===== config.mk =====
export PLATFORM = sky130hd
export DESIGN_NAME = scp_sqrt_cell
export DESIGN_NICKNAME = d
export VERILOG_FILES = /design/src/design/scp_sqrt_cell.sv
export SDC_FILE = /design/constraint.sdc
export NUM_CORES = 1
export LEC_CHECK = 0
export BUFFER_PORTS_ARGS = -buffer_cell sky130_fd_sc_hd__buf_4
export CAP_MARGIN = 5
export CORE_UTILIZATION = 31
export DETAILED_ROUTE_END_ITERATION = 10
export GPL_ROUTABILITY_DRIVEN = 1
export SLEW_MARGIN = 5
export SYNTH_ARGS = -nofsm -noshare
export SYNTH_HDL_FRONTEND = slang
export SYNTH_SLANG_ARGS = --single-unit

===== constraint.sdc =====
create_clock -name clk -period 3 [get_ports clk]
set_clock_uncertainty 0.1 [all_clocks]
set_input_delay 0.45 -clock clk [delete_from_list [all_inputs] [get_ports clk]]
set_output_delay 0.45 -clock clk [all_outputs]
set_load 0.02 [all_outputs]

===== src/design/scp_sqrt_cell.sv =====
// one digit of a restoring integer square root, two radicand bits per step
module scp_sqrt_cell #(
  parameter int RW = 21
) (
  input  logic            clk,
  input  logic            en,
  input  logic [2*RW-1:0] rad_in,
  input  logic [RW+1:0]   rem_in,
  input  logic [RW-1:0]   root_in,
  output logic [2*RW-1:0] rad_out,
  output logic [RW+1:0]   rem_out,
  output logic [RW-1:0]   root_out
);

  logic [RW+3:0] r2;
  logic [RW+3:0] trial;
  logic          fits;

  assign r2    = {rem_in, rad_in[2*RW-1 -: 2]};
  assign trial = (RW+4)'({root_in, 2'b01});
  assign fits  = (r2 >= trial);

  // subtract the trial value when it fits and shift in the root bit
  always_ff @(posedge clk) begin
    if (en) begin
      rad_out  <= {rad_in[2*RW-3:0], 2'b00};
      rem_out  <= fits ? (RW+2)'(r2 - trial) : (RW+2)'(r2);
      root_out <= {root_in[RW-2:0], fits};
    end
  end

endmodule


==> metrics.md <==
| Metric | Value |
|---|---|
| Die W | `~120 µm` |
| Final weighted congestion in routability-driven placement | `around 0.84` |
| Syn. warnings | `0` |
| Post-synth ARST share | `0` |
| DRT antenna net count | `0` |
| Worst-margin pin slew | `between 0.6 and 0.7 ns` |
| Yosys top cell by area | `edfxtp_1` |
| Hold buffers post-CTS | `0` |
| Vias in the first global route | `around 3500` |
| Post-synth top area share | `0.580` |
| Post-synth top flop | `edfxtp_1` |
| Synth Register Bits | `84` |
| EDFF count, synth | `84` |
| CTS tree | `built` |
| Overflow after GRT | `0` |
| Crit path DAT | `2.54 ns` |
| Root Driver | `clkbuf_16` |
| DPL Wire Length | `8.98 mm` |
| Layout cell share with drive strength beyond 1 | `0.458` |
| First-pass DRT Iterations | `4` |
| Avg Inst Size Synth | `12.9 µm²` |
| CTS Buf Count | `9` |
| DRT iter0 DRCs | `slightly above 200` |
| Final hold violation count | `0` |
| Seq/Total Area, Yosys | `0.580` |
| Pins Over Slew Limit | `0` |
| Crit share post-route | `0.851` |
| Min-delay worst type | `input pin to register` |
| Yosys cell types | `58` |
| Tmin final | `between 2 and 3 ns` |
| CTS resizes | `0` |
| Vias per Instance | `slightly below 5` |
| Slew HR | `0.580` |
| Critical path peak fanout | `16` |
| Port bufs | `between 150 and 200` |
| Core area | `roughly 13000 µm²` |
| Die footprint | `roughly 15000 µm²` |
| Fmax | `392 MHz` |
| Most frequent cells in the layout | `buf_4 (205), edfxtp_1 (84), inv_1 (30)` |
| First-pass GRT wire length | `about 18 mm` |
| Inserted Diodes | `0` |
| Most common cell after layout, fill and taps aside | `buf_4` |
| Initial antenna violation count | `0` |
| Reg clk slew, reported paths | `around 0.060 ns` |
| Cells taking the most area after synthesis | `edfxtp_1 (58%), ha_1 (6.6%), mux2_4 (2.8%)` |
| Lkg Pwr | `between 2 and 3 nW` |
| Largest net degree at the start of global routing | `47` |
| DR DRC count | `0` |
| Max IR drop VDD | `around 0.27 mV` |
| CP Data Required Time | `approximately 3.0 ns` |
| Clk sinks | `84` |
| Postcts setup bufs | `0` |
| Wirelength per Cell | `between 15 and 20 µm` |
| Row count | `42` |
| GRT Overall Usage | `0.164` |
| Setup TNS | `0 ns` |
| Syn Inst Count | `roughly 340` |
| Worst Setup Path Type | `input pin to register` |
| Total Wirelength | `about 12 mm` |
| Total power | `roughly 3.6 mW` |
| Chip height | `~120 µm` |
| Maximum level of the CTS H-tree | `3` |
| Nets | `roughly 650` |
| Boundary pin count | `174` |
| DR vias | `between 3000 and 4000` |
| Count of maximum capacitance violations | `0` |
| Initial core utilization | `0.323` |
| Startpoint Class | `input pin` |
| RSZ-0062 raised after global routing | `no` |
| Status | `completed` |
| Synth Cell Area | `4350 µm²` |
| Critical path endpoint category | `register` |
| Final setup fails | `0` |
| Area growth syn-to-layout | `45.8%` |
| CTS max path bufs | `2` |
| PwrDens | `~560 nW/µm²` |
==> area by class of cell <==
cell class                      instances  area (µm²)
Inverter                               31         121
Timing Repair Buffer                  206        1560
Clock buffer                           10         229
Clock inverter                          6        72.6
Fill cell                            1240        7110
Multi-Input combinational cell        209        1620
Tap cell                              176         220
Sequential cell                        84        2520
==> worst paths after layout <==
kind        from           to  slack (ns)  cells past startpoint
max   rem_in[12]  rem_out[12]        0.45                      9
min   rad_in[24]  rad_out[26]        0.18                      1
==> layer usage <==
layer  vias up  global-route usage  share of wire
met4         0              0.0764          0.020
met5         -                   0              0
met1      1651               0.202           0.43
li1       1671                   -              -
met3        20              0.0377          0.073
met2       143               0.271           0.48
==> flip-flops by register name (all words and copies together) (netlist names) <==
register and count:
root_out 21, rem_out 23, rad_out 40
==> critical path, cell delays in order <==
cell and delay (ns):
buf_4 0.12, ha_1 0.32, a21o_4 0.25, a31oi_4 0.25
o32ai_2 0.14, o31ai_4 0.25, and2_1 0.29, inv_6 0.14
mux2_4 0.31
==> synth_stat cells (3+ instances only) <==
master    number
buf_2          3
ha_1          23
and3_1         3
edfxtp_1      84
nand2_1       16
o31ai_1        3
clkbuf_1       5
nand3_1       10
nor2_1        15
mux2_2         9
and2_1         3
inv_1         30
o21a_1         5
a21oi_1       17
xor2_1         5
and4_1         3
a21o_1         6
nand4_1        7
xnor2_1       11
nor3_1         6
o21ai_0       16
mux2_4         8
==> metrics by stage <==
step | setup slack [ns] | hold WS (ns) | util | cells | cell area [µm²]
final | 0.448 | 0.183 | 0.471 | 722 | 6340
after CTS | 0.442 | 0.170 | 0.471 | 722 | 6340
after global routing | 0.300 | 0.171 | 0.471 | 722 | 6340
after detailed placement | 0.0923 | 0.529 | 0.449 | 706 | 6040
after floorplan | 0.0807 | 0.449 | - | 337 | 4350
after global placement | 0.121 | 0.529 | 0.449 | 706 | 6040
==> cells by family (layout without fill, tap and decap cells) <==
group	Yosys count	after routing	synth area share
buf+inv	44	253	0.0489
xor+xnor	16	16	0.0322
simple gates	77	77	0.0924
mux	19	19	0.0555
other cells	1	2	0.000862
fa+ha+maj	23	23	0.0662
flops	84	84	0.580
compound gates	72	72	0.124
==> report_power, final <==
part	total, mW	switching (mW)	internal (mW)
clock network	1.14	0.490	0.655
logic	0.935	0.485	0.450
registers	1.48	0.0369	1.44
total	3.56	1.01	2.55
Note: power is estimated with default switching activity, not from simulation.
