**config.mk**
```make
export PLATFORM = sky130hd
export DESIGN_NAME = scp_rot_cell
export DESIGN_NICKNAME = d
export VERILOG_FILES = /design/src/design/scp_pkg.sv /design/src/design/scp_rot_cell.sv
export SDC_FILE = /design/constraint.sdc
export NUM_CORES = 1
export LEC_CHECK = 0
export ABC_AREA = 0
export BUFFER_PORTS_ARGS = -buffer_cell sky130_fd_sc_hd__buf_4
export CAP_MARGIN = 20
export CORE_MARGIN = 4
export CORE_UTILIZATION = 50
export DETAILED_ROUTE_END_ITERATION = 6
export PLACE_DENSITY = 0.78
export SYNTH_ARGS = -nofsm -noshare
export SYNTH_HDL_FRONTEND = slang
export SYNTH_SLANG_ARGS = --single-unit
```
**constraint.sdc**
```tcl
create_clock -name clk -period 2.95 [get_ports clk]
set_clock_uncertainty 0.15 [all_clocks]
set_input_delay 0.4425 -clock clk [delete_from_list [all_inputs] [get_ports clk]]
set_output_delay 0.4425 -clock clk [all_outputs]
set_load 0.02 [all_outputs]
```
**src/design/scp_pkg.sv**
```systemverilog
// shared widths, register codes and cordic arctangent table for the spiral cosine pattern
package scp_pkg;

  // port field widths
  localparam int PIX_W      = 12;
  localparam int VAL_W      = 16;
  localparam int CX_W       = 12;
  localparam int FW_W       = 13;
  localparam int ARM_W      = 7;
  localparam int WR_DATA_W  = 13;
  localparam int WR_INDEX_W = 3;

  // register indexes
  localparam logic [WR_INDEX_W-1:0] REG_CENTER_X     = 3'd0;
  localparam logic [WR_INDEX_W-1:0] REG_CENTER_Y     = 3'd1;
  localparam logic [WR_INDEX_W-1:0] REG_FRAME_WIDTH  = 3'd2;
  localparam logic [WR_INDEX_W-1:0] REG_FRAME_HEIGHT = 3'd3;
  localparam logic [WR_INDEX_W-1:0] REG_ARM_COUNT    = 3'd4;

  // register reset values
  localparam logic [CX_W-1:0]  CENTER_X_RST     = 12'd0;
  localparam logic [CX_W-1:0]  CENTER_Y_RST     = 12'd0;
  localparam logic [FW_W-1:0]  FRAME_WIDTH_RST  = 13'd640;
  localparam logic [FW_W-1:0]  FRAME_HEIGHT_RST = 13'd480;
  localparam logic [ARM_W-1:0] ARM_COUNT_RST    = 7'd4;

  // internal arithmetic widths
  localparam int ANG_W  = 32;   // angle accumulator, turns q.32
  localparam int ROT_W  = 33;   // cosine datapath, q2.30 plus sign
  localparam int DIV_W  = 14;   // frame_width + frame_height
  localparam int FRAC_W = 16;   // angle and phase fraction
  localparam int STAGE_MAX = 24;

  // fixed-point gains
  localparam logic [31:0] RAD_GAIN     = 32'd2050695827;  // 3/(2 pi), q0.32
  localparam logic [31:0] HALF_AMP     = 32'd2147054151;  // 0.4999, q0.32
  localparam logic signed [ROT_W-1:0] INV_GAIN_Q30 = 33'sd652032874;

  // arctangent of 2^-i in turns, q.32
  localparam logic signed [ANG_W-1:0] ATAN_TURNS [STAGE_MAX] = '{
    32'sd536870912, 32'sd316933405, 32'sd167458907, 32'sd85004756,
    32'sd42667331,  32'sd21354465,  32'sd10679838,  32'sd5340245,
    32'sd2670163,   32'sd1335087,   32'sd667544,    32'sd333772,
    32'sd166886,    32'sd83443,     32'sd41721,     32'sd20860,
    32'sd10430,     32'sd5215,      32'sd2607,      32'sd1303,
    32'sd651,       32'sd325,       32'sd162,       32'sd81
  };

endpackage

```
**src/design/scp_rot_cell.sv**
```systemverilog
// one cordic rotation step: turns the vector by the remaining angle
module scp_rot_cell import scp_pkg::*; #(
  parameter int SHIFT = 0
) (
  input  logic                    clk,
  input  logic                    en,
  input  logic signed [ROT_W-1:0] x_in,
  input  logic signed [ROT_W-1:0] y_in,
  input  logic signed [ANG_W-1:0] z_in,
  output logic signed [ROT_W-1:0] x_out,
  output logic signed [ROT_W-1:0] y_out,
  output logic signed [ANG_W-1:0] z_out
);

  logic signed [ROT_W-1:0] xs;
  logic signed [ROT_W-1:0] ys;

  assign xs = x_in >>> SHIFT;
  assign ys = y_in >>> SHIFT;

  // rotate by the sign of the residual angle
  always_ff @(posedge clk) begin
    if (en) begin
      if (!z_in[ANG_W-1]) begin
        x_out <= x_in - ys;
        y_out <= y_in + xs;
        z_out <= z_in - ATAN_TURNS[SHIFT];
      end else begin
        x_out <= x_in + ys;
        y_out <= y_in - xs;
        z_out <= z_in + ATAN_TURNS[SHIFT];
      end
    end
  end

endmodule

```
==> summary.txt <==
outcome = finished, violations left
failing checks = setup timing
Hold WC Path Type = in2reg
Mapped Nets = 1152
DR vias = 8868
arrival time worst endpoint = 2.92 ns
Ant. Diodes = 0
clk slew on worst S/H paths = 0.07 ns
PnR worst setup slack = -0.0109 ns
port bufs = 197
Final Hold Fails = 0
ANT nets after route = 0
row count = 47
EDFF count, synth = 97
Reg area = 2910 um^2
Routed WL = 29.2 mm
dpl cells = 1532
gpl congestion = 1.00
initial antenna violation count = 0
# clock sinks = 97
Syn Std Cell Area = 8540 um^2
Peak supply drop = 0.302 mV
Setup CP Type = in2reg
final design utilization = 74.2%
crit-path max FO = 3
fin crit share = 100%
ys flop type = edfxtp_1
Synth cell types = 74
CTS tree = done
Crit path top cell by count = a31o_1
die height = 139 um
ys async rst share = 0%
drt first pass iters = 6
die area = 19200 um^2
syn avg cell area = 8.97 um^2
Setup violations, final = 1
fin nets = 1533
total CTS buffers = 9
minimum hold slack = 0.109 ns
vias in the first global route = 8504
RSZ-0062 raised after global routing = yes
total power = 5.49 mW
achievable frequency = 338 MHz
IO Count = 198
Syn-to-layout area delta = 44.7%
root buffer cell = clkbuf_16
max cap viols = 0
synthesized flop and latch total = 97
Yosys Warn Count = 0
Die W = 139 um
pin count of the biggest net entering global routing = 43
Post-Syn Instances = 952
layout cells sized above 1 = 38.0%
Slew @ Worst Pin = 0.596 ns
fin cells = 1558
Vias per Instance = 5.69
Critical Path RT = 2.91 ns
multi-input logic area = 5300 um^2
first-pass GRT wire length = 45.7 mm
Initial Util = 51.3%
Final HPWL DP = 23.4 mm
drt drc = 0
min Tclk post-route = 2.96 ns
Max Slew Vio Count = 0
Lkg Pwr = 5.72 nW
clock tree buffer depth = 2
filler cell count = 1271
Detailed Route Iter0 Violations = 979
gr ovfl total = 0
gr usage total = 29.2%
core footprint = 16600 um^2
number of hold buffers added after CTS = 0
Slew headroom = 59.8%
critical-path cell list = buf_8 > ha_4 > fa_2 > nor2b_4 > o211ai_1 > and3_1 > o311a_4 > o21bai_4 > a31o_1 > a31o_1 > mux2_4 > xnor2_2
H-tree lvl count = 3
PD cells = 444 nW/um^2
Seq/Total Area, Yosys = 34.1%
Crit-path slowest cell = fa_2
Worst Setup Start Kind = input port
WL/cell = 18.7 um
Worst setup EP type = flip-flop
Max stage delay on crit path = 0.35 ns
final cells by class:
| cell class | count | share of cell area (%) |
|---|---|---|
| timing repair buffer | 415 | 25.8 |
| sequential | 97 | 23.6 |
| multi-input combinational | 705 | 42.9 |
| inverter | 105 | 3.21 |
| tap | 220 | 2.23 |
| clock buffer | 9 | 1.82 |
| clock inverter | 7 | 0.486 |
what timing repair did:
item / 4_1_cts / 5_1_grt
pin swaps: 6 / 31
endpoints found under the setup margin: 7 / 21
resized for setup: 16 / 47
endpoints found under the hold margin: 0 / 0
setup buffers: 5 / 6
sequential cells by signal, indices dropped and copies added (netlist names):
register / flops
y_out: 32
x_out: 33
z_out: 32
where the power goes:
group | switching, mW | internal, mW | leakage [nW] | total, mW
combinational | 1.35 | 1.13 | 4.64 | 2.47
sequential | 0.0714 | 1.78 | 0.949 | 1.85
clock | 0.576 | 0.589 | 0.136 | 1.17
total | 1.99 | 3.50 | 5.72 | 5.49
metrics by stage:
stage / setup TNS (ns) / cell area [um^2] / worst slack [ns]
global route: -0.135 / 12400 / -0.0351
finish: -0.0109 / 12400 / -0.0109
global placement: -7.86 / 11700 / -0.420
CTS: -0.00260 / 12100 / -0.00260
detailed placement: -8.25 / 11700 / -0.448
floorplan: 0 / 8550 / 0.0256
layout by cell type, fill, tap and decap left out, types with 13 or more instances in the layout:
cell      count
buf_4       406
a21oi_1      98
edfxtp_1     97
inv_1        95
ha_1         85
nor2_1       84
nand2_1      52
xnor2_1      52
o21ai_0      47
o21ai_1      16
mux2i_1      16
o21bai_1     15
a21o_1       14
nand4_1      13
metal layers:
layer	wire length, um	share of wire [%]	track usage (%)	up-vias
li1	-	-	-	4145
met4	443	1.5	5.66	0
met5	0	0	0	-
met3	2780	9.5	4.90	48
met1	12700	44	42.4	4173
met2	13200	45	46.7	502
synth_stat cells (all sizes together) (5+ instances only):
| cell | count | share of area, % |
|---|---|---|
| xnor2 | 54 | 5.5 |
| o21bai | 16 | 1.5 |
| nor2b | 11 | 0.81 |
| nand3 | 13 | 0.76 |
| o21ai | 69 | 4.2 |
| mux2i | 16 | 1.9 |
| nor2 | 85 | 3.7 |
| nand2 | 52 | 2.3 |
| a211oi | 10 | 1.0 |
| o211ai | 11 | 0.97 |
| nand2b | 7 | 0.51 |
| or2 | 6 | 0.44 |
| clkbuf | 22 | 0.97 |
| and2 | 8 | 0.59 |
| a31o | 8 | 0.82 |
| a21o | 15 | 1.3 |
| or3 | 5 | 0.37 |
| buf | 23 | 1.5 |
| a21oi | 106 | 6.4 |
| a31oi | 10 | 0.91 |
| nor3 | 10 | 0.59 |
| nand4 | 13 | 0.95 |
| ha | 96 | 14 |
| inv | 104 | 4.6 |
| xor2 | 9 | 0.92 |
| nor4 | 9 | 0.66 |
| o31ai | 7 | 0.62 |
| edfxtp | 97 | 34 |
cells by family (layout without fill, tap and decap cells):
family          Yosys count  in the layout  synth area share (%)
buf+inv                 150            536                  7.12
mux                      18             18                  2.14
simple gates            232            232                  12.8
fa+ha+maj               100            100                  15.0
compound gates          292            292                  22.3
xor+xnor                 63             63                  6.46
flops                    97             97                  34.1
path summary, 6_finish.rpt:
kind                 start                   to  slack (ns)  cells after the start
setup / recovery   y_in[0]  y_out[26]$_DFFE_PP_       -0.01                     12
hold / removal    z_in[19]  z_out[19]$_DFFE_PP_        0.11                      1
critical path: cells and delay by family:
kind | cells | cell delay [ns]
XOR/XNOR | 1 | 0.13
adder cells (fa/ha/maj) | 2 | 0.51
AO/OA/AOI/OAI | 5 | 1.03
AND/OR/NAND/NOR | 2 | 0.40
multiplexers | 1 | 0.29
buffers and inverters | 1 | 0.10
No activity file was read; power rests on OpenSTA's default activity.
