File: config.mk
export PLATFORM = sky130hd
export DESIGN_NAME = scp_vec_cell
export DESIGN_NICKNAME = d
export VERILOG_FILES = /design/src/design/scp_pkg.sv /design/src/design/scp_vec_cell.sv
export SDC_FILE = /design/constraint.sdc
export NUM_CORES = 1
export LEC_CHECK = 0
export ABC_AREA = 1
export BUFFER_PORTS_ARGS = -buffer_cell sky130_fd_sc_hd__buf_2
export CAP_MARGIN = 0
export CORE_MARGIN = 2
export CORE_UTILIZATION = 50
export CTS_CLUSTER_SIZE = 12
export DETAILED_ROUTE_END_ITERATION = 10
export PLACE_DENSITY_LB_ADDON = 0.3
export SLEW_MARGIN = 25
export SYNTH_ARGS = -nofsm -noshare
export SYNTH_HDL_FRONTEND = slang
export SYNTH_SLANG_ARGS = --single-unit
File: constraint.sdc
create_clock -name clk -period 2.25 [get_ports clk]
set_input_delay 0.1125 -clock clk [delete_from_list [all_inputs] [get_ports clk]]
set_output_delay 0.1125 -clock clk [all_outputs]
set_load 0.02 [all_outputs]
File: src/design/scp_pkg.sv
// shared widths, register codes and cordic arctangent table for the spiral cosine pattern
package scp_pkg;

  // port field widths
  localparam int PIX_W      = 12;
  localparam int VAL_W      = 16;
  localparam int CX_W       = 12;
  localparam int FW_W       = 13;
  localparam int ARM_W      = 7;
  localparam int WR_DATA_W  = 13;
  localparam int WR_INDEX_W = 3;

  // register indexes
  localparam logic [WR_INDEX_W-1:0] REG_CENTER_X     = 3'd0;
  localparam logic [WR_INDEX_W-1:0] REG_CENTER_Y     = 3'd1;
  localparam logic [WR_INDEX_W-1:0] REG_FRAME_WIDTH  = 3'd2;
  localparam logic [WR_INDEX_W-1:0] REG_FRAME_HEIGHT = 3'd3;
  localparam logic [WR_INDEX_W-1:0] REG_ARM_COUNT    = 3'd4;

  // register reset values
  localparam logic [CX_W-1:0]  CENTER_X_RST     = 12'd0;
  localparam logic [CX_W-1:0]  CENTER_Y_RST     = 12'd0;
  localparam logic [FW_W-1:0]  FRAME_WIDTH_RST  = 13'd640;
  localparam logic [FW_W-1:0]  FRAME_HEIGHT_RST = 13'd480;
  localparam logic [ARM_W-1:0] ARM_COUNT_RST    = 7'd4;

  // internal arithmetic widths
  localparam int ANG_W  = 32;   // angle accumulator, turns q.32
  localparam int ROT_W  = 33;   // cosine datapath, q2.30 plus sign
  localparam int DIV_W  = 14;   // frame_width + frame_height
  localparam int FRAC_W = 16;   // angle and phase fraction
  localparam int STAGE_MAX = 24;

  // fixed-point gains
  localparam logic [31:0] RAD_GAIN     = 32'd2050695827;  // 3/(2 pi), q0.32
  localparam logic [31:0] HALF_AMP     = 32'd2147054151;  // 0.4999, q0.32
  localparam logic signed [ROT_W-1:0] INV_GAIN_Q30 = 33'sd652032874;

  // arctangent of 2^-i in turns, q.32
  localparam logic signed [ANG_W-1:0] ATAN_TURNS [STAGE_MAX] = '{
    32'sd536870912, 32'sd316933405, 32'sd167458907, 32'sd85004756,
    32'sd42667331,  32'sd21354465,  32'sd10679838,  32'sd5340245,
    32'sd2670163,   32'sd1335087,   32'sd667544,    32'sd333772,
    32'sd166886,    32'sd83443,     32'sd41721,     32'sd20860,
    32'sd10430,     32'sd5215,      32'sd2607,      32'sd1303,
    32'sd651,       32'sd325,       32'sd162,       32'sd81
  };

endpackage

File: src/design/scp_vec_cell.sv
// one cordic vectoring step: turns the vector toward the x axis and sums the angle
module scp_vec_cell import scp_pkg::*; #(
  parameter int XW    = 31,
  parameter int SHIFT = 0
) (
  input  logic                    clk,
  input  logic                    en,
  input  logic signed [XW-1:0]    x_in,
  input  logic signed [XW-1:0]    y_in,
  input  logic signed [ANG_W-1:0] z_in,
  output logic signed [XW-1:0]    x_out,
  output logic signed [XW-1:0]    y_out,
  output logic signed [ANG_W-1:0] z_out
);

  logic signed [XW-1:0] xs;
  logic signed [XW-1:0] ys;

  assign xs = x_in >>> SHIFT;
  assign ys = y_in >>> SHIFT;

  // rotate against the sign of y
  always_ff @(posedge clk) begin
    if (en) begin
      if (!y_in[XW-1]) begin
        x_out <= x_in + ys;
        y_out <= y_in - xs;
        z_out <= z_in + ATAN_TURNS[SHIFT];
      end else begin
        x_out <= x_in - ys;
        y_out <= y_in + xs;
        z_out <= z_in - ATAN_TURNS[SHIFT];
      end
    end
  end

endmodule

==> results.txt <==
----------------------------------------------------
[Finish]
  Area taken by flip-flops and latches ... 2793 um^2
  Most used cells in the layout excluding fill and tap cells ... 515 x sky130_fd_sc_hd__nand2_1, 281 x sky130_fd_sc_hd__inv_1, 188 x sky130_fd_sc_hd__buf_2, 135 x sky130_fd_sc_hd__nand3_1, 97 x sky130_fd_sc_hd__ha_1
  Utilization after layout ... 60.92%
  Post-layout instance count excluding filler cells ... 2,050
  Fill count ... around 1,900
  Proportion of layout cells with a drive suffix above 1 ... a little under a fifth
  Area taken by multi-input logic gates ... 6012 um^2
  Final std cell area, no fill ... approximately 12,000 um^2
  Synthesis-to-finish area growth ... 20.49%
  Most common cell after layout, fill and taps aside ... sky130_fd_sc_hd__nand2_1
  Number of nets in the final layout ... just under 2,000
  Antenna Diode Count ... 0

[Yosys]
  Post-synthesis instance area ... 10,160 um^2
  Top post-synthesis cells by area ... sky130_fd_sc_hd__edfxtp_1 27%, sky130_fd_sc_hd__nand2_1 19%, sky130_fd_sc_hd__ha_1 12%
  Compound-Gate Fraction of Synth Area ... 8.764%
  Net Count, Synth ... 1,725
  Area fraction in and, or, nand and nor cells after synthesis ... 35.06%
  Post-synth cell types ... between 40 and 50
  Dominant combinational cell family by area after synthesis ... simple AND/OR/NAND/NOR gates
  Post-synthesis mux area share ... 0.09847%
  Post-synthesis cell type with the largest combined area ... sky130_fd_sc_hd__edfxtp_1
  Synth Area in XOR/XNOR ... 2.499%
  Average size of a mapped cell ... 6.652 um^2
  Number of enable flip-flop cells after synthesis ... 93
  Synth Area in Adders ... about an eighth
  Async set-or-reset flop fraction in the synthesized netlist ... 0%
  Yosys warns ... 0
  Post-synthesis sequential element count ... a little over 90
  Area share of the largest cell type after synthesis ... 27.47%
  Cells after Synth ... 1,528
  Commonest register cell after synthesis ... sky130_fd_sc_hd__edfxtp_1
  Sequential cell area fraction in the yosys report ... 27.47%

[Timing]
  Final count of hold timing violations ... 0
  Peak Freq ... 528.6 MHz
  Final critical-path setup slack ... 0.3582 ns
  Clock period minus final worst setup slack ... 1.892 ns
  Normalized max-slew margin ... 62.19%
  Number of setup violations in the final report ... 0
  Final Max Slew Viols ... 0
  Slew @ Worst Pin ... around 0.56 ns
  Hold Worst Slack ... 0.06250 ns
  Part of the cycle the worst path needs ... 84.08%
  Sum of negative setup slack ... 0 ns
  Setup repair after global routing missed its margin ... false

[Power and ir drop]
  VDD IR max ... 0.3823 mV
  LEAKAGE ... 6.773 nW
  Ratio of total power to cell area ... around 540 nW/um^2
  Post-route total power ... 6.597 mW

[CTS]
  Clock tree from TritonCTS ... done
  Number of buffers added to fix hold violations after cts ... 29
  Clock transition at the registers of the reported paths ... 0.06 ns
  Root Buffer Master ... sky130_fd_sc_hd__clkbuf_16
  Post-CTS setup repair buffer count ... 0
  Clk sinks ... 93
  Number of buffers on the longest clock path ... 2
  Post-cts gate resize count ... 0
  Cts bufs inserted ... 9
  H-tree depth ... 3

[Detailed routing]
  Number of DRC violations after detailed routing ... 0
  Final wirelength ... 32,150 um
  Iteration-0 DRC Markers ... 969
  Number of optimization iterations in the first detailed-route pass ... 6
  Final ANT Viol Nets ... 0
  Final routed wire length divided by cell count ... about 16 um
  Routed via count ... 10,520
  Average vias per placed instance ... just over 5

[Floorplan]
  Cell row count ... 52
  Initial core utilization ... between 50% and 60%
  Count of boundary I/O pins ... 190
  Die Area ... 21,490 um^2
  Core region area ... just over 20,000 um^2
  Die H ... 146.6 um
  DIE WIDTH ... 146.6 um

[Worst setup path]
  Kind of critical path ... input pin to register
  Worst path required time ... between 2 and 2.5 ns
  Largest stage delay, worst path ... 0.45 ns
  Top fanout value on the critical path ... 8
  Capturing element type of the critical path ... register
  Data arrival time at the worst-slack endpoint ... 1.98 ns
  Launch point of the worst path ... x_in[4]
  Kind of launch point of the worst setup path ... input pin
  Standard cell with the maximum stage delay on the critical path ... sky130_fd_sc_hd__ha_1
  Cells along the critical path ... buf_2, inv_1, ha_1, a21oi_2, o21bai_1, nand2_1, nand3b_4, xor2_1, o21ai_0

[Placed design]
  Detail Placement HPWL ... 26,780 um
  RePlAce Congestion ... 0.9602
  Placed Cells ... ~2,000
  Pre-CTS setup slack ... 0.05156 ns
  Placed instance area ... 11,670 um^2
  Number of I/O port buffers ... 189

[Job]
  Max-cap viol count ... 0

[GRT]
  Leftover overflow at the end of global routing ... 0
  Global-route wire length before repair ... 49,840 um
  Number of antenna violations at the first check in global routing ... 0
  Number of global-route vias before repair ... 9,636
  GRT Overall Usage ... between 20% and 30%
  Maximum number of pins on one net before global-route repair ... 64

[Worst hold path]
  Worst Min Path Start ... z_in[29]
  Hold Path Class ... input pin to register

[Outcome]
  Status ... finished, final reports clean

----------------------------------------------------
[worst max-delay path: cells and delay by family]
| kind | cells | cell delay, ns |
|---|---|---|
| adder cells (fa/ha/maj) | 1 | 0.45 |
| AO/OA/AOI/OAI | 3 | 0.84 |
| XOR/XNOR | 1 | 0.16 |
| buffers and inverters | 2 | 0.14 |
| AND/OR/NAND/NOR | 2 | 0.26 |
[cells by family (layout without fill, tap and decap cells)]
group | Yosys count | after routing
AND/OR/NAND/NOR | 824 | 824
adder cells (fa/ha/maj) | 101 | 101
XOR/XNOR | 29 | 29
flip-flops | 93 | 93
multiplexers | 1 | 1
AO/OA/AOI/OAI | 153 | 153
buffers and inverters | 327 | 579
[Yosys cell counts (16+ instances only)]
cell,number
sky130_fd_sc_hd__edfxtp_1,93
sky130_fd_sc_hd__nand4_1,21
sky130_fd_sc_hd__nor2_1,95
sky130_fd_sc_hd__nand3_1,135
sky130_fd_sc_hd__inv_1,281
sky130_fd_sc_hd__a21oi_1,62
sky130_fd_sc_hd__xor2_1,24
sky130_fd_sc_hd__nor2_2,16
sky130_fd_sc_hd__o21ai_0,40
sky130_fd_sc_hd__buf_4,16
sky130_fd_sc_hd__ha_1,97
sky130_fd_sc_hd__nand2_1,515
[flip-flops by register name (all words and copies together) (netlist names)]
register  cells
z_out        32
y_out        31
x_out        30
[report_power, final]
| group | total (mW) | leakage [nW] | switching, mW | internal, mW |
|---|---|---|---|---|
| combinational | 2.81 | 5.72 | 1.85 | 0.960 |
| clock | 1.56 | 0.139 | 0.700 | 0.857 |
| sequential | 2.23 | 0.909 | 0.0546 | 2.18 |
| total | 6.60 | 6.77 | 2.60 | 4.00 |
[path summary, 6_finish.rpt]
path / cells after the start / to
max: 9 / x_out[11]$_DFFE_PP_
min: 2 / z_out[29]$_DFFE_PP_
[metal layers]
| metal | routed length, um | vias to the layer above | track usage, % | share of wire [%] |
|---|---|---|---|---|
| met2 | 13930 | 458 | 47.07 | 43 |
| met1 | 15160 | 4753 | 43.71 | 47 |
| li1 | - | 5280 | - | - |
| met3 | 2506 | 32 | 3.844 | 7.8 |
| met5 | 0 | - | 0 | 0 |
| met4 | 563 | 0 | 6.796 | 1.8 |
[area by class of cell]
type                    count  share of cell area [%]
inverters                 285                   8.734
clock buffers               9                   1.839
well taps                 270                   2.758
clock inverters             6                  0.5210
multi-input cells        1108                   49.09
repair buffers            279                   14.26
flip-flops and latches     93                   22.80
Note: power is estimated with default switching activity, not from simulation.
