<file path="src/design/scp_pkg.sv">
// shared widths, register codes and cordic arctangent table for the spiral cosine pattern
package scp_pkg;

  // port field widths
  localparam int PIX_W      = 12;
  localparam int VAL_W      = 16;
  localparam int CX_W       = 12;
  localparam int FW_W       = 13;
  localparam int ARM_W      = 7;
  localparam int WR_DATA_W  = 13;
  localparam int WR_INDEX_W = 3;

  // register indexes
  localparam logic [WR_INDEX_W-1:0] REG_CENTER_X     = 3'd0;
  localparam logic [WR_INDEX_W-1:0] REG_CENTER_Y     = 3'd1;
  localparam logic [WR_INDEX_W-1:0] REG_FRAME_WIDTH  = 3'd2;
  localparam logic [WR_INDEX_W-1:0] REG_FRAME_HEIGHT = 3'd3;
  localparam logic [WR_INDEX_W-1:0] REG_ARM_COUNT    = 3'd4;

  // register reset values
  localparam logic [CX_W-1:0]  CENTER_X_RST     = 12'd0;
  localparam logic [CX_W-1:0]  CENTER_Y_RST     = 12'd0;
  localparam logic [FW_W-1:0]  FRAME_WIDTH_RST  = 13'd640;
  localparam logic [FW_W-1:0]  FRAME_HEIGHT_RST = 13'd480;
  localparam logic [ARM_W-1:0] ARM_COUNT_RST    = 7'd4;

  // internal arithmetic widths
  localparam int ANG_W  = 32;   // angle accumulator, turns q.32
  localparam int ROT_W  = 33;   // cosine datapath, q2.30 plus sign
  localparam int DIV_W  = 14;   // frame_width + frame_height
  localparam int FRAC_W = 16;   // angle and phase fraction
  localparam int STAGE_MAX = 24;

  // fixed-point gains
  localparam logic [31:0] RAD_GAIN     = 32'd2050695827;  // 3/(2 pi), q0.32
  localparam logic [31:0] HALF_AMP     = 32'd2147054151;  // 0.4999, q0.32
  localparam logic signed [ROT_W-1:0] INV_GAIN_Q30 = 33'sd652032874;

  // arctangent of 2^-i in turns, q.32
  localparam logic signed [ANG_W-1:0] ATAN_TURNS [STAGE_MAX] = '{
    32'sd536870912, 32'sd316933405, 32'sd167458907, 32'sd85004756,
    32'sd42667331,  32'sd21354465,  32'sd10679838,  32'sd5340245,
    32'sd2670163,   32'sd1335087,   32'sd667544,    32'sd333772,
    32'sd166886,    32'sd83443,     32'sd41721,     32'sd20860,
    32'sd10430,     32'sd5215,      32'sd2607,      32'sd1303,
    32'sd651,       32'sd325,       32'sd162,       32'sd81
  };

endpackage

</file>
<file path="src/design/scp_div_cell.sv">
// one quotient bit of a restoring divider; quotient bits shift in behind the dividend
module scp_div_cell import scp_pkg::*; #(
  parameter int NW = 45
) (
  input  logic             clk,
  input  logic             en,
  input  logic [DIV_W-1:0] divisor,
  input  logic [NW-1:0]    num_in,
  input  logic [DIV_W-1:0] rem_in,
  output logic [NW-1:0]    num_out,
  output logic [DIV_W-1:0] rem_out
);

  logic [DIV_W:0] r2;
  logic           fits;

  assign r2   = {rem_in, num_in[NW-1]};
  assign fits = (r2 >= {1'b0, divisor});

  always_ff @(posedge clk) begin
    if (en) begin
      num_out <= {num_in[NW-2:0], fits};
      rem_out <= fits ? DIV_W'(r2 - {1'b0, divisor}) : DIV_W'(r2);
    end
  end

endmodule

</file>
<file path="config.mk">
export PLATFORM = sky130hd
export DESIGN_NAME = scp_div_cell
export DESIGN_NICKNAME = d
export VERILOG_FILES = /design/src/design/scp_pkg.sv /design/src/design/scp_div_cell.sv
export SDC_FILE = /design/constraint.sdc
export NUM_CORES = 1
export LEC_CHECK = 0
export BUFFER_PORTS_ARGS = -buffer_cell sky130_fd_sc_hd__clkbuf_2
export CAP_MARGIN = 20
export CORE_ASPECT_RATIO = 1.75
export CORE_UTILIZATION = 46
export CTS_CLUSTER_DIAMETER = 150
export DETAILED_ROUTE_END_ITERATION = 8
export PLACE_DENSITY = 0.81
export SLEW_MARGIN = 20
export SYNTH_ARGS = -nofsm -noshare
export SYNTH_HDL_FRONTEND = slang
export SYNTH_SLANG_ARGS = --single-unit
</file>
<file path="constraint.sdc">
create_clock -name clk -period 2.9 [get_ports clk]
set_input_delay 0.435 -clock clk [delete_from_list [all_inputs] [get_ports clk]]
set_output_delay 0.435 -clock clk [all_outputs]
set_load 0.005 [all_outputs]
</file>
==> results.ini, run 1 <==
[outcome]
status = finished, final reports clean

[clock_network]
cts.sinks = 59
htreeDepth = 3
ctsRootBufferMaster = clkbuf_8
cts.repair.resized = 0
post_cts.repair.setup_buffers = 0
hold_buffers = 0
cts_tree = done
path_clk_slew_ps = 60
cts.path.max_buffers = 2
numCtsBuffers = 9

[routing]
wl_per_cell_um = 13.6
initialDrtViolationCount = 86
drt_wl_total_um = 5600
ant_nets = 0
viasPerCell = 4.93
vias = 2035
dr.pass1.iters = 4
drc = 0

[logic_synthesis]
synthesis.area_mm2 = 0.00277
syn_area_per_cell_um2 = 15.2
synth_most_common_cell = edfxtp_1
synth_edf_count = 59
async_flop_share_pct = 0
synth_ff_type = edfxtp_1
synth_nets = 273
yosysSeqAreaShare_pct = 64.1
synth_warnings = 0
syn_inst = 182
synth-seq-cells = 59
synth.top_cell.area_share_pct = 64.1
yosysTopAreaCell = edfxtp_1
synth_common_cells = edfxtp_1, inv_1, ha_1
synth.area.top_cells = edfxtp_1, ha_1, mux2_4, inv_1, xnor2_1
netlist-cell-type-count = 45

[setup_path]
cpPeakStageDelay_ps = 790
cp_num_buf_inv = 2
cp_slowest_cell = o21ai_2
crit_chain = clkbuf_2, inv_1, ha_1, nor2b_1, o2111ai_1, nand3b_1, a31oi_1, o21ai_2, mux2_2
cp-end-kind = flip-flop
path_delay_family = compound AO/OA/AOI/OAI gates
worstPathRequired_ps = 2970
critical_path.startpoint_type = primary input
cp.arrival_ps = 2580
path_max_fanout = 15
path_class = in -> reg

[cells_and_area]
multiInputGateArea_um2 = 903
diodes = 0
fillers = 454
syn_to_final_growth_pct = 36.3
drive_above_1_share_pct = 51.9
final_nets = 423
seq_area_mm2 = 0.00177
post-route-util_pct = 64.6

[pwr]
netSwitchingPower_uw = 495
p_leak_uw = 0.00176
p_total_uw = 2230
clockPowerShare_pct = 33.6
p_int_uw = 1740
combPwrFrac_pct = 18.8
power_density_mw_per_mm2 = 592
ir_worst_vdd_uv = 260
switching_share_pct = 22.2
sequentialPowerShare_pct = 47.6

[timing]
maxSlewViolCount = 0
rsz0062_at_grt = no
tns_ps = 0
worstMarginPinSlew_ps = 973
min_period_ps = 2510
setup_ws_ps = 390
max_freq_mhz = 398
period_share_pct = 86.6
hold_violations = 0
slew_headroom_pct = 35.1
setup_violations = 0

[global_route]
antenna_found_initial = 0
grt_first_pass_wirelength_um = 8670
grt_usage_pct = 18.5
grt_pass1_vias = 2058
overflow = 0
grt_start_max_net_pins = 60

[placement]
place_congestion = 0.845
portBuffers = 133
dp_hpwl_um = 4340
post-place-ws_ps = 36.1

[floorplanning]
start_util_pct = 47.4
die_h_um = 105
ioPinCount = 134
dieArea_mm2 = 0.00634
core_mm2 = 0.00583
die_w_um = 60.6
rows = 37

[run]
maxCapViolations = 0

[min_path]
hold_path_depth = 1
min_to = num_out[39]
min-delay-path-class = in -> reg
worstHoldStart = num_in[38]

==> per-stage QoR <==
stage	area, um^2	hold WS, ps	instances
6_report	3770	284	413
5_1_grt	3770	262	413
4_1_cts	3770	266	413
3_5_place_dp	3570	614	399
3_3_place_gp	3570	612	399
2_1_floorplan	2770	534	182
==> routing by layer <==
metal | vias to the layer above | global-route usage [%] | wire, um
li1 | 990 | - | -
met3 | 13 | 4.21 | 286
met2 | 76 | 33.0 | 3180
met1 | 956 | 18.2 | 1990
met4 | 0 | 11.4 | 142
met5 | - | 0 | 0
==> cell usage in the layout (no fill, tap or decap), drive strengths merged, types with 2 or more instances in the layout <==
cell     instances
a21oi            7
mux2            13
nor2             4
nand4            2
or3              2
o22ai            2
xnor2            8
ha              15
bufinv           2
edfxtp          59
buf              8
o2111ai          2
nand2            3
nand3            2
inv             20
and3             2
clkbuf         143
o21a             6
o21ai            3
nor3             3
mux2i            2
xor2             2
a211oi           2
nor2b            4
clkinv           2
==> how the worst max path moves through the flow <==
stage | start | endpoint | slack (ps) | cells past startpoint
4_1_cts | divisor[1] | rem_out[3] | 390 | 9
6_report | divisor[1] | rem_out[3] | 390 | 9
3_5_place_dp | divisor[1] | rem_out[3] | 40 | 9
2_1_floorplan | divisor[7] | rem_out[10] | 510 | 9
5_1_grt | divisor[1] | rem_out[3] | 260 | 9
3_3_place_gp | divisor[5] | rem_out[2] | 60 | 8
==> logic make-up after synthesis <==
kind of cell               share of synthesized area (%)
AOI/OAI and AO/OA                                   9.64
xor gates and xnor gates                            3.17
adders and majority gates                           7.51
DFF                                                 64.1
and+or+nand+nor                                     5.25
buffers and inverters                               3.26
muxes                                               7.10
==> power by group through the flow <==
stage / registers [uW] / clock network, uW / logic [uW]
after detailed placement: 1080 / 0 / 420
after floorplan: 1090 / 0 / 213
after CTS: 1060 / 767 / 422
after global routing: 1070 / 799 / 461
final: 1060 / 751 / 418
after global placement: 1080 / 0 / 412
==> final cells by class <==
type / instances / area share, %
multi-input cells: 101 / 24.0
flip-flops and latches: 59 / 47.0
clock buffers: 10 / 3.39
repair buffers: 141 / 19.3
well taps: 78 / 2.59
clock inverters: 4 / 1.79
inverters: 20 / 1.99
==> sequential cells by signal (all words and copies together) (netlist names) <==
register	count
num_out	45
rem_out	14
No activity file was read; power rests on OpenSTA's default activity.
==> run 2, diff against run 1 <==
==> constraint.sdc (replaced) <==
create_clock -name clk -period 2.9 [get_ports clk]
set_input_delay 0.29 -clock clk [delete_from_list [all_inputs] [get_ports clk]]
set_output_delay 0.29 -clock clk [all_outputs]
set_load 0.005 [all_outputs]
==> run 2 against run 1 <==
Cell count fell by 0.48%. Routed wire length rose by 0.64%. Final area fell by 0.30%. First-iteration DRC count rose by 12%. Critical endpoint is now rem_out[4]. Via count fell by 0.44%. Critical path depth fell by 1.
==> results.ini, run 2 (synthesis gave the netlist of run 1 again) <==
[floorplanning]
rows = 37
die_h_um = 105
start_util_pct = 47.4
die_w_um = 60.6
core_mm2 = 0.00583
ioPinCount = 134
dieArea_mm2 = 0.00634

[cells_and_area]
most-common-layout-cells = clkbuf_2, edfxtp_1, inv_1
layout_commonest_cell = clkbuf_2
largest-register = num_out
fillers = 463
syn_to_final_growth_pct = 35.9
layoutNonFillerInstCount = 411
reg.largest.list = num_out: 45 flops, rem_out: 14 flops
seq_area_mm2 = 0.00177
drive_above_1_share_pct = 52.0
diodes = 0
final_nets = 420
multiInputGateArea_um2 = 903
largest_reg_flops = 45

[setup_path]
cpPeakStageDelay_ps = 770
cp.arrival_ps = 2460
crit_chain = clkbuf_2, inv_1, ha_1, and4_2, and3_1, nand4_1, o21ai_2, mux2_2
path_class = in -> reg
cp_num_buf_inv = 2
critical_path.startpoint_type = primary input
path_delay_family = compound AO/OA/AOI/OAI gates
path_max_fanout = 15
cp_slowest_cell = o21ai_2
worstPathRequired_ps = 2990
cp-end-kind = flip-flop

[clock_network]
cts.repair.resized = 0
cts.sinks = 59
cts_tree = done
post_cts.repair.setup_buffers = 0
path_clk_slew_ps = 70
ctsRootBufferMaster = clkbuf_8
cts.path.max_buffers = 2
htreeDepth = 3
numCtsBuffers = 9
hold_buffers = 0

[outcome]
status = finished, final reports clean

[timing]
max_freq_mhz = 421
setup_violations = 0
hold_violations = 0
worstMarginPinSlew_ps = 972
period_share_pct = 81.9
maxSlewViolCount = 0
slew_headroom_pct = 35.2
rsz0062_at_grt = no
min_period_ps = 2380
tns_ps = 0

[min_path]
min-delay-path-class = in -> reg
min_to = num_out[20]
worstHoldStart = num_in[19]
hold_path_depth = 1

[placement]
numPlacedInstances = 396
place_congestion = 0.808
portBuffers = 133
dp_hpwl_um = 4370

[global_route]
antenna_found_initial = 0
overflow = 0
grt_usage_pct = 18.6
use_met3_pct = 4.83
grt-busiest-layer = met2
grt_pass1_vias = 2055
grt_first_pass_wirelength_um = 8680
grtUsageMet2_pct = 32.9
grt_start_max_net_pins = 37
grtUsageMet1_pct = 17.4

[pwr]
p_leak_uw = 0.00174
ir_worst_vdd_uv = 309
power_density_mw_per_mm2 = 601

[routing]
initialDrtViolationCount = 96
viasPerCell = 4.93
ant_nets = 0
wl_per_cell_um = 13.7
vias = 2026
dr.pass1.iters = 4
drc = 0
drt_wl_total_um = 5630

[run]
maxCapViolations = 0

## run 2: cell count changes in the layout (fill, tap and decap cells not counted), sizes merged
| cell | delta |
|---|---|
| buf | -3 |
| clkinvlp | +2 |
| clkinv | -1 |
## run 2: how the worst max path moves through the flow
stage	start	to	slack, ps	depth (start not counted)
final	divisor[6]	rem_out[4]	520	8
after global routing	divisor[1]	rem_out[4]	400	9
after CTS	divisor[6]	rem_out[4]	500	8
after detailed placement	divisor[6]	rem_out[4]	140	8
after global placement	divisor[6]	rem_out[2]	170	8
after floorplan	divisor[7]	rem_out[10]	660	9
## run 2: report_power, final
group          internal, uW  switching, uW  total (uW)
clock                   476            311         787
sequential             1040           20.5        1060
combinational           222            190         412
total                  1740            522        2260
## run 2: area by class of cell
class / instances / area share, %
Clock buffer: 10 / 3.40
Clock inverter: 5 / 2.10
Inverter: 20 / 2.00
Multi-Input combinational cell: 101 / 24.0
Sequential cell: 59 / 47.2
Tap cell: 78 / 2.60
Timing Repair Buffer: 138 / 18.7
## run 2: layer usage
metal | routed length (um) | share of wire (%) | up-vias
met5 | 0 | 0 | -
met4 | 213 | 3.8 | 0
met3 | 367 | 6.5 | 19
met2 | 3060 | 54 | 96
met1 | 1990 | 35 | 925
li1 | - | - | 986
## run 2: per-stage QoR
step	setup slack [ps]	cell area, um^2	total power [uW]	utilization (%)	hold slack (ps)
floorplan	659	2770	1300	-	389
global placement	165	3550	1480	60.9	466
detailed placement	144	3550	1490	60.9	469
CTS	500	3760	2280	64.4	111
global route	401	3760	2360	64.4	111
finish	524	3760	2260	64.4	128
